--- src/hdl/key_short_long_press_detector_core_defines.svh ---
// Assertion macros for the key short/long press detector core.
// Used by key_short_long_press_detector_core.sv; expects signals clock and reset in scope.
`ifndef KEY_SHORT_LONG_PRESS_DETECTOR_CORE_DEFINES_SVH
`define KEY_SHORT_LONG_PRESS_DETECTOR_CORE_DEFINES_SVH

// Same-cycle implication, checked outside reset.
`define KSLPD_ASSERT_NOW(lbl, ante, cons, msg) \
   lbl: assert property (@(posedge clock) disable iff (reset) (ante) |-> (cons)) \
      else $error(msg);

// Next-cycle implication, checked outside reset.
`define KSLPD_ASSERT_NEXT(lbl, ante, cons, msg) \
   lbl: assert property (@(posedge clock) disable iff (reset) (ante) |=> (cons)) \
      else $error(msg);

`endif

--- src/hdl/kslpd_pkg.sv ---
// Shared constants and codes for the key short/long press detector core.
// No dependencies; used by key_short_long_press_detector_core.sv.
package kslpd_pkg;

   localparam int IN_BITS             = 5;   // key lines carried on the ports
   localparam int NUM_KEYS_DEF        = 5;
   localparam int HOLD_TIME_BITS_DEF  = 16;
   localparam int LONG_BITS           = 16;
   localparam int WAIT_BITS           = 8;
   localparam int CSR_DATA_BITS       = 16;
   localparam int CSR_INDEX_BITS      = 1;

   localparam logic [LONG_BITS-1:0] LONG_PRESS_RESET    = 16'd200;
   localparam logic [WAIT_BITS-1:0] SCAN_INTERVAL_RESET = 8'd10;

   typedef enum logic [1:0] {
      MODE_TICK = 2'd0,
      MODE_EDGE = 2'd1,
      MODE_SCAN = 2'd2,
      MODE_ACK  = 2'd3
   } mode_type;

   typedef enum logic [CSR_INDEX_BITS-1:0] {
      CSR_LONG_PRESS_TICKS    = 1'b0,
      CSR_SCAN_INTERVAL_TICKS = 1'b1
   } csr_index_type;

endpackage

--- src/hdl/key_short_long_press_detector_core.sv ---
// Short/long press classifier for active-low keys. Every accepted item (tick, falling-edge
// event, scan poll or acknowledge) updates the key state in the cycle it is accepted (a scan
// poll only once armed and past the scan interval) and loads one result into the output
// register, so one item is taken per clock while the input is not stalled. The input side
// stalls only while a result waits in the output register and the output is stalled.
// Configuration writes take effect at the next clock and should be made while idle.
// Depends on kslpd_pkg and key_short_long_press_detector_core_defines.svh.
`include "key_short_long_press_detector_core_defines.svh"

module key_short_long_press_detector_core #(
   parameter int NUM_KEYS       = kslpd_pkg::NUM_KEYS_DEF,
   parameter int HOLD_TIME_BITS = kslpd_pkg::HOLD_TIME_BITS_DEF
) (
   input  logic                                  clock,
   input  logic                                  reset,
   // configuration
   input  logic                                  csr_wen,
   input  logic [kslpd_pkg::CSR_INDEX_BITS-1:0]  csr_index,
   input  logic [kslpd_pkg::CSR_DATA_BITS-1:0]   csr_wdata,
   // input items
   input  logic                                  req_valid,
   output logic                                  req_stall,
   input  logic [1:0]                            req_mode,
   input  logic [kslpd_pkg::IN_BITS-1:0]         req_key_levels,
   input  logic [kslpd_pkg::IN_BITS-1:0]         req_edge_keys,
   // results
   output logic                                  rsp_valid,
   input  logic                                  rsp_stall,
   output logic [kslpd_pkg::IN_BITS-1:0]         rsp_short_pressed,
   output logic [kslpd_pkg::IN_BITS-1:0]         rsp_long_pressed,
   output logic [kslpd_pkg::IN_BITS-1:0]         rsp_long_pressing,
   output logic                                  rsp_value_changed,
   output logic                                  rsp_press_armed
);

   localparam int IN_BITS   = kslpd_pkg::IN_BITS;
   localparam int LONG_BITS = kslpd_pkg::LONG_BITS;
   localparam int WAIT_BITS = kslpd_pkg::WAIT_BITS;
   localparam int CMP_BITS  = (HOLD_TIME_BITS > LONG_BITS) ? HOLD_TIME_BITS : LONG_BITS;

   // configuration registers
   logic [LONG_BITS-1:0]      long_press_ff, long_press_in;
   logic [WAIT_BITS-1:0]      scan_interval_ff, scan_interval_in;

   // key state
   logic [NUM_KEYS-1:0]       held_ff, held_in;
   logic [HOLD_TIME_BITS-1:0] hold_ff [NUM_KEYS];
   logic [HOLD_TIME_BITS-1:0] hold_in [NUM_KEYS];
   logic [NUM_KEYS-1:0]       long_hold_ff, long_hold_in;
   logic [NUM_KEYS-1:0]       short_ff, short_in;
   logic [NUM_KEYS-1:0]       long_ff, long_in;
   logic                      armed_ff, armed_in;
   logic                      changed_ff, changed_in;
   logic [WAIT_BITS-1:0]      scan_wait_ff, scan_wait_in;

   // result register
   logic                      rsp_valid_ff, rsp_valid_in;
   logic [IN_BITS-1:0]        rsp_short_ff, rsp_short_in;
   logic [IN_BITS-1:0]        rsp_long_ff, rsp_long_in;
   logic [IN_BITS-1:0]        rsp_lhold_ff, rsp_lhold_in;
   logic                      rsp_changed_ff;
   logic                      rsp_armed_ff;

   kslpd_pkg::mode_type       mode;
   logic                      req_accept;
   logic                      scan_go;
   logic                      release_any;
   logic [NUM_KEYS-1:0]       key_low;
   logic [NUM_KEYS-1:0]       key_edge;
   logic [NUM_KEYS-1:0]       at_long;

   assign mode       = kslpd_pkg::mode_type'(req_mode);
   assign req_stall  = rsp_valid_ff & rsp_stall;
   assign req_accept = req_valid & ~req_stall;
   assign scan_go    = armed_ff && (scan_wait_ff > scan_interval_ff);

   // Keys past the port width read as released with no edge; keys past NUM_KEYS read as zero.
   for (genvar i = 0; i < NUM_KEYS; i++) begin : g_key_in
      if (i < IN_BITS) begin : g_wired
         assign key_low[i]  = ~req_key_levels[i];
         assign key_edge[i] = req_edge_keys[i];
      end else begin : g_unwired
         assign key_low[i]  = 1'b0;
         assign key_edge[i] = 1'b0;
      end
      assign at_long[i] = CMP_BITS'(hold_ff[i]) >= CMP_BITS'(long_press_ff);
   end

   for (genvar j = 0; j < IN_BITS; j++) begin : g_rsp_bit
      if (j < NUM_KEYS) begin : g_key
         assign rsp_short_in[j] = short_in[j];
         assign rsp_long_in[j]  = long_in[j];
         assign rsp_lhold_in[j] = long_hold_in[j];
      end else begin : g_none
         assign rsp_short_in[j] = 1'b0;
         assign rsp_long_in[j]  = 1'b0;
         assign rsp_lhold_in[j] = 1'b0;
      end
   end

   always_comb begin
      long_press_in    = long_press_ff;
      scan_interval_in = scan_interval_ff;
      if (csr_wen) begin
         unique case (kslpd_pkg::csr_index_type'(csr_index))
            kslpd_pkg::CSR_LONG_PRESS_TICKS: begin
               long_press_in = csr_wdata[LONG_BITS-1:0];
            end
            kslpd_pkg::CSR_SCAN_INTERVAL_TICKS: begin
               scan_interval_in = csr_wdata[WAIT_BITS-1:0];
            end
            default: begin
               long_press_in = long_press_ff;
            end
         endcase
      end
   end

   always_comb begin
      held_in      = held_ff;
      hold_in      = hold_ff;
      long_hold_in = long_hold_ff;
      short_in     = short_ff;
      long_in      = long_ff;
      armed_in     = armed_ff;
      changed_in   = changed_ff;
      scan_wait_in = scan_wait_ff;
      release_any  = 1'b0;
      if (req_accept) begin
         unique case (mode)
            kslpd_pkg::MODE_TICK: begin
               for (int i = 0; i < NUM_KEYS; i++) begin
                  if (held_ff[i] && !(&hold_ff[i])) begin
                     hold_in[i] = hold_ff[i] + HOLD_TIME_BITS'(1);
                  end
               end
               if (!(&scan_wait_ff)) begin
                  scan_wait_in = scan_wait_ff + WAIT_BITS'(1);
               end
            end
            kslpd_pkg::MODE_EDGE: begin
               if (|(key_low & key_edge)) begin
                  armed_in = 1'b1;
               end
            end
            kslpd_pkg::MODE_SCAN: begin
               if (scan_go) begin
                  for (int i = 0; i < NUM_KEYS; i++) begin
                     if (key_low[i]) begin
                        if (!held_ff[i]) begin
                           held_in[i] = 1'b1;
                           hold_in[i] = '0;
                        end else if (at_long[i]) begin
                           long_hold_in[i] = 1'b1;
                        end
                     end else if (held_ff[i]) begin
                        // classify the release
                        held_in[i]      = 1'b0;
                        long_hold_in[i] = 1'b0;
                        long_in[i]      = at_long[i];
                        short_in[i]     = ~at_long[i];
                        release_any     = 1'b1;
                     end
                  end
                  scan_wait_in = '0;
                  if (release_any) begin
                     armed_in   = 1'b0;
                     changed_in = 1'b1;
                  end
               end
            end
            kslpd_pkg::MODE_ACK: begin
               changed_in = 1'b0;
            end
            default: begin
               changed_in = changed_ff;
            end
         endcase
      end
   end

   // Hold a stalled result; drop it once transferred unless a new item replaces it.
   assign rsp_valid_in = req_accept | (rsp_valid_ff & rsp_stall);

   always_ff @(posedge clock) begin
      if (reset) begin
         long_press_ff    <= kslpd_pkg::LONG_PRESS_RESET;
         scan_interval_ff <= kslpd_pkg::SCAN_INTERVAL_RESET;
         held_ff          <= '0;
         for (int i = 0; i < NUM_KEYS; i++) begin
            hold_ff[i] <= '0;
         end
         long_hold_ff     <= '0;
         short_ff         <= '0;
         long_ff          <= '0;
         armed_ff         <= 1'b0;
         changed_ff       <= 1'b0;
         scan_wait_ff     <= '0;
         rsp_valid_ff     <= 1'b0;
      end else begin
         long_press_ff    <= long_press_in;
         scan_interval_ff <= scan_interval_in;
         held_ff          <= held_in;
         hold_ff          <= hold_in;
         long_hold_ff     <= long_hold_in;
         short_ff         <= short_in;
         long_ff          <= long_in;
         armed_ff         <= armed_in;
         changed_ff       <= changed_in;
         scan_wait_ff     <= scan_wait_in;
         rsp_valid_ff     <= rsp_valid_in;
      end
   end

   always_ff @(posedge clock) begin
      if (req_accept) begin
         rsp_short_ff   <= rsp_short_in;
         rsp_long_ff    <= rsp_long_in;
         rsp_lhold_ff   <= rsp_lhold_in;
         rsp_changed_ff <= changed_in;
         rsp_armed_ff   <= armed_in;
      end
   end

   assign rsp_valid         = rsp_valid_ff;
   assign rsp_short_pressed = rsp_short_ff;
   assign rsp_long_pressed  = rsp_long_ff;
   assign rsp_long_pressing = rsp_lhold_ff;
   assign rsp_value_changed = rsp_changed_ff;
   assign rsp_press_armed   = rsp_armed_ff;

   `KSLPD_ASSERT_NOW(a_result_exclusive, 1'b1, (short_ff & long_ff) == '0, "short and long both set")
   `KSLPD_ASSERT_NOW(a_long_needs_held, 1'b1, (long_hold_ff & ~held_ff) == '0, "long flag on released key")
   `KSLPD_ASSERT_NEXT(a_accept_gives_rsp, req_accept, rsp_valid_ff, "accepted item gave no result")
   `KSLPD_ASSERT_NEXT(a_ack_clears, req_accept && (mode == kslpd_pkg::MODE_ACK), !changed_ff, "ack did not clear")
   `KSLPD_ASSERT_NEXT(a_scan_restarts, req_accept && (mode == kslpd_pkg::MODE_SCAN) && scan_go, scan_wait_ff == '0, "scan did not restart interval")

endmodule
--- config.mk ---
export PLATFORM = sky130hd
export DESIGN_NAME = key_short_long_press_detector_core
export DESIGN_NICKNAME = d
export VERILOG_FILES = /design/src/hdl/kslpd_pkg.sv /design/src/hdl/key_short_long_press_detector_core.sv
export VERILOG_INCLUDE_DIRS = /design/src /design/src/hdl
export SDC_FILE = /design/constraint.sdc
export NUM_CORES = 1
export LEC_CHECK = 0
export ABC_AREA = 1
export BUFFER_PORTS_ARGS = -buffer_cell sky130_fd_sc_hd__buf_2
export CORE_MARGIN = 2
export CORE_UTILIZATION = 44
export CTS_CLUSTER_DIAMETER = 120
export DETAILED_ROUTE_END_ITERATION = 10
export GPL_ROUTABILITY_DRIVEN = 1
export PLACE_DENSITY = 0.69
export SYNTH_ARGS = -nofsm -noshare
export SYNTH_HDL_FRONTEND = slang
export SYNTH_SLANG_ARGS = --single-unit
--- constraint.sdc ---
create_clock -name clock -period 5.24 [get_ports clock]
set_input_delay 0.524 -clock clock [delete_from_list [all_inputs] [get_ports clock]]
set_output_delay 0.524 -clock clock [all_outputs]
set_load 0.02 [all_outputs]
==> qor_table.md <==
| Quantity | This run |
| --- | --- |
| Result of the run | finished, final reports clean |
| Max-slew violation count | 0 |
| Max H-tree Level | 4 |
| Max Clk Rate | 388 MHz |
| Worst skew pair latency | 0.44 ns |
| Critical Path Source | scan_interval_ff[7] |
| Core area | 0.0234 sq mm |
| Residual DRC count | 0 |
| Hold_buf cts | 0 |
| Internal reg-to-reg setup slack | 2.66 ns |
| Crit share post-route | 49.2% |
| Number of nets in the final layout | 1647 |
| Pin count of the biggest net entering global routing | 75 |
| Count of routing violations after the opening detailed-route iteration | 629 |
| Cell type with the highest aggregate area in the netlist | sky130_fd_sc_hd__dfxtp_1 |
| Min-Delay Path Depth | 3 |
| Post-route minimum period | 2.58 ns |
| Routed len/inst | 15.0 microns |
| Reg clk slew, reported paths | 0.07 ns |
| DRT Wirelength | 27700 microns |
| # clock sinks | 152 |
| Max_slew headroom | 36.2% |
| IO buf count | 52 |
| Buffer type at the clock tree root | sky130_fd_sc_hd__clkbuf_16 |
| Required time of the critical path | 5.59 ns |
| Die extent in x | 158 microns |
| Max rail drop VDD | 196 uV |
| Worst flop-to-flop path startpoint | scan_interval_ff[7] |
| Count of instances resized after the clock tree is built | 0 |
| Maximum number of buffers from clock root to sink | 2 |
| Count of endpoints failing hold in the final timing report | 0 |
| End point of the worst hold path | rsp_valid |
| Die extent in y | 158 microns |
| Wire length of the first global-routing pass | 45500 microns |
| Initial antenna violation count | 0 |
| Max Clock Skew | 0.0197 ns |
| Crit Reg-Reg Endpoint | hold_ff[17] |
| Nets in the synthesized netlist | 1627 |
| Number of global-route vias before repair | 9056 |
| Leakage power of the design | 0.00462 uW |
| Filler cell count in the final layout | 2364 |
| Area share of the leading cell type in the synthesized netlist | 25.9% |
| I/O pin count | 53 |
| Number of failing setup endpoints in the final timing report | 0 |
| Total standard cell area after synthesis | 0.0104 sq mm |
| Row cnt | 56 |
| Number of antenna diodes | 0 |
| Length in cells of the worst reg-to-reg path | 10 |
| Actual transition at the worst max-transition pin | 0.956 ns |
| Overall die area | 0.0250 sq mm |
| Total number of vias | 9847 |
| Worst slack at placement | 2.23 ns |
| RePlAce Congestion | 0.837 |
| Clock tree from TritonCTS | yes |
| Share of layout cells above drive strength 1 | 9.82% |
| Worst hold-check path type | in -> reg |
| Number of library cell types mapped by synthesis | 41 |
| Worst path arrival time | 2.93 ns |
| Via density | 5.33 |
| Maximum Capacitance Violations | 0 |
| HPWL after detailed placement | 19100 microns |
| Smallest setup slack after layout | 2.66 ns |
| Number of nets with antenna violations after detailed routing | 0 |
| Total routing usage reported by global routing | 22.9% |
| Synthesized flop and latch total | 152 |
| Crit-path max FO | 13 |
| Initial standard-cell utilization of the core | 44.6% |
| Share of the core filled with cells | 48.8% |
| Leftover overflow at the end of global routing | 0 |
| Synth Area per Inst | 6.99 sq um |
| Area Growth Syn to Fin | 9.26% |
| Startpoint of the lowest-slack hold path | req_valid |
| Synthesis Warnings | 0 |
| Mapped Cells | 1495 |
| Pwr/cell area | 238 mW/mm^2 |
| Largest cells by area after synthesis | sky130_fd_sc_hd__dfxtp_1 26%, sky130_fd_sc_hd__nand2_1 13%, sky130_fd_sc_hd__ha_1 12% |
| First-pass detailed-route iteration total | 5 |
| Category of the worst setup path launch point | flip-flop |
| Setup repair after global routing missed its margin | false |
| Element type at the critical path end | flip-flop |
| Worst Path Class, Setup | reg -> reg |
| Count of buffers added by post-CTS timing repair for setup | 0 |
| Register area share after synthesis | 30.8% |
| Sum of negative setup slack | 0 ns |
| Clock buffers created by TritonCTS | 17 |
==> flip-flops by register name, indices dropped and copies added (netlist names) <==
signal,count
rsp_press_armed,1
hold_ff,80
rsp_long_pressing,5
scan_wait_ff,8
long_hold_ff,5
rsp_long_pressed,5
long_press_ff,16
rsp_valid,1
scan_interval_ff,8
long_ff,5
rsp_value_changed,1
rsp_short_pressed,5
held_ff,5
armed_ff,1
changed_ff,1
short_ff,5
==> kinds of logic (layout without fill, tap and decap cells) <==
family	Yosys count	count (layout)	share of synthesized area, %
AO/OA/AOI/OAI	238	238	13.2
buffers and inverters	185	218	7.62
AND/OR/NAND/NOR	784	784	33.5
adder cells (fa/ha/maj)	98	98	11.7
flip-flops	152	152	30.8
XOR/XNOR	38	38	3.19
==> layout by cell type, fill, tap and decap left out, types with 13 or more instances in the layout <==
cell,count
sky130_fd_sc_hd__nor3_1,13
sky130_fd_sc_hd__a21oi_1,142
sky130_fd_sc_hd__o21ai_0,45
sky130_fd_sc_hd__nand3_1,75
sky130_fd_sc_hd__edfxtp_1,17
sky130_fd_sc_hd__buf_2,51
sky130_fd_sc_hd__inv_1,127
sky130_fd_sc_hd__nand4_1,80
sky130_fd_sc_hd__clkbuf_16,17
sky130_fd_sc_hd__ha_1,97
sky130_fd_sc_hd__xor2_1,24
sky130_fd_sc_hd__xnor2_1,14
sky130_fd_sc_hd__nand2_1,355
sky130_fd_sc_hd__o21bai_1,17
sky130_fd_sc_hd__a21oi_2,13
sky130_fd_sc_hd__dfxtp_1,135
sky130_fd_sc_hd__nor2_1,209
sky130_fd_sc_hd__nand2_2,21
==> cells in the mapped netlist, drive strengths merged <==
library cell / number
nand3b: 1
buf: 31
ha: 98
xor2: 24
o21a: 5
o21ai: 50
o21bai: 17
nor3b: 5
nand3: 80
nand4: 81
clkbuf: 23
edfxtp: 17
o211ai: 5
o22ai: 1
a21oi: 159
inv: 131
nor4: 5
or2: 2
a21o: 1
xnor2: 14
nor3: 13
nand2: 380
nor2: 217
dfxtp: 135
==> routing by layer <==
| metal | track usage [%] | wire length [microns] | share of wire [%] | up-vias |
|---|---|---|---|---|
| met1 | 29.4 | 12600 | 45 | 4551 |
| li1 | - | - | - | 5034 |
| met5 | 0 | 0 | 0 | - |
| met3 | 3.59 | 1250 | 4.5 | 50 |
| met2 | 38.8 | 13200 | 48 | 212 |
| met4 | 7.94 | 640 | 2.3 | 0 |
==> worst max-delay path by stage <==
stage | to | slack (ns)
global placement | hold_ff[32] | 2.24
detailed placement | hold_ff[32] | 2.23
CTS | hold_ff[17] | 2.65
finish | hold_ff[17] | 2.66
floorplan | hold_ff[60] | 3.38
global route | hold_ff[49] | 2.51
==> worst max-delay path: stages (launching register included) <==
cell	delay (ns)
sky130_fd_sc_hd__dfxtp_1	0.31
sky130_fd_sc_hd__inv_1	0.08
sky130_fd_sc_hd__ha_1	0.31
sky130_fd_sc_hd__nand2_1	0.07
sky130_fd_sc_hd__nor2_1	0.25
sky130_fd_sc_hd__nand2_1	0.11
sky130_fd_sc_hd__nand2_2	0.13
sky130_fd_sc_hd__nand2_2	0.12
sky130_fd_sc_hd__a21oi_2	0.78
sky130_fd_sc_hd__nand3_1	0.16
sky130_fd_sc_hd__a21oi_1	0.17
==> where the power goes <==
part	total (uW)	switching, uW	internal (uW)
Sequential	1210	10.3	1200
Clock	1230	525	701
Combinational	284	211	73.3
Total	2720	746	1970
==> final cells by class <==
class	instances	area (sq um)	area share [%]
repair buffers	55	298	2.61
well taps	319	399	3.50
multi-input cells	1158	6450	56.5
inverters	131	492	4.31
flip-flops and latches	152	3210	28.1
clock inverters	11	121	1.06
clock buffers	21	440	3.86
==> metrics by stage <==
| step | cell area [sq um] | total power [uW] | instances | hold slack, ns |
|---|---|---|---|---|
| after floorplan | 10400 | 1430 | 1495 | 0.435 |
| after global placement | 10900 | 1510 | 1815 | 0.456 |
| after detailed placement | 10900 | 1520 | 1815 | 0.460 |
| after CTS | 11400 | 2720 | 1847 | 0.313 |
| after global routing | 11400 | 2810 | 1847 | 0.335 |
| final | 11400 | 2720 | 1847 | 0.314 |
(Power assumes the default switching activity.)
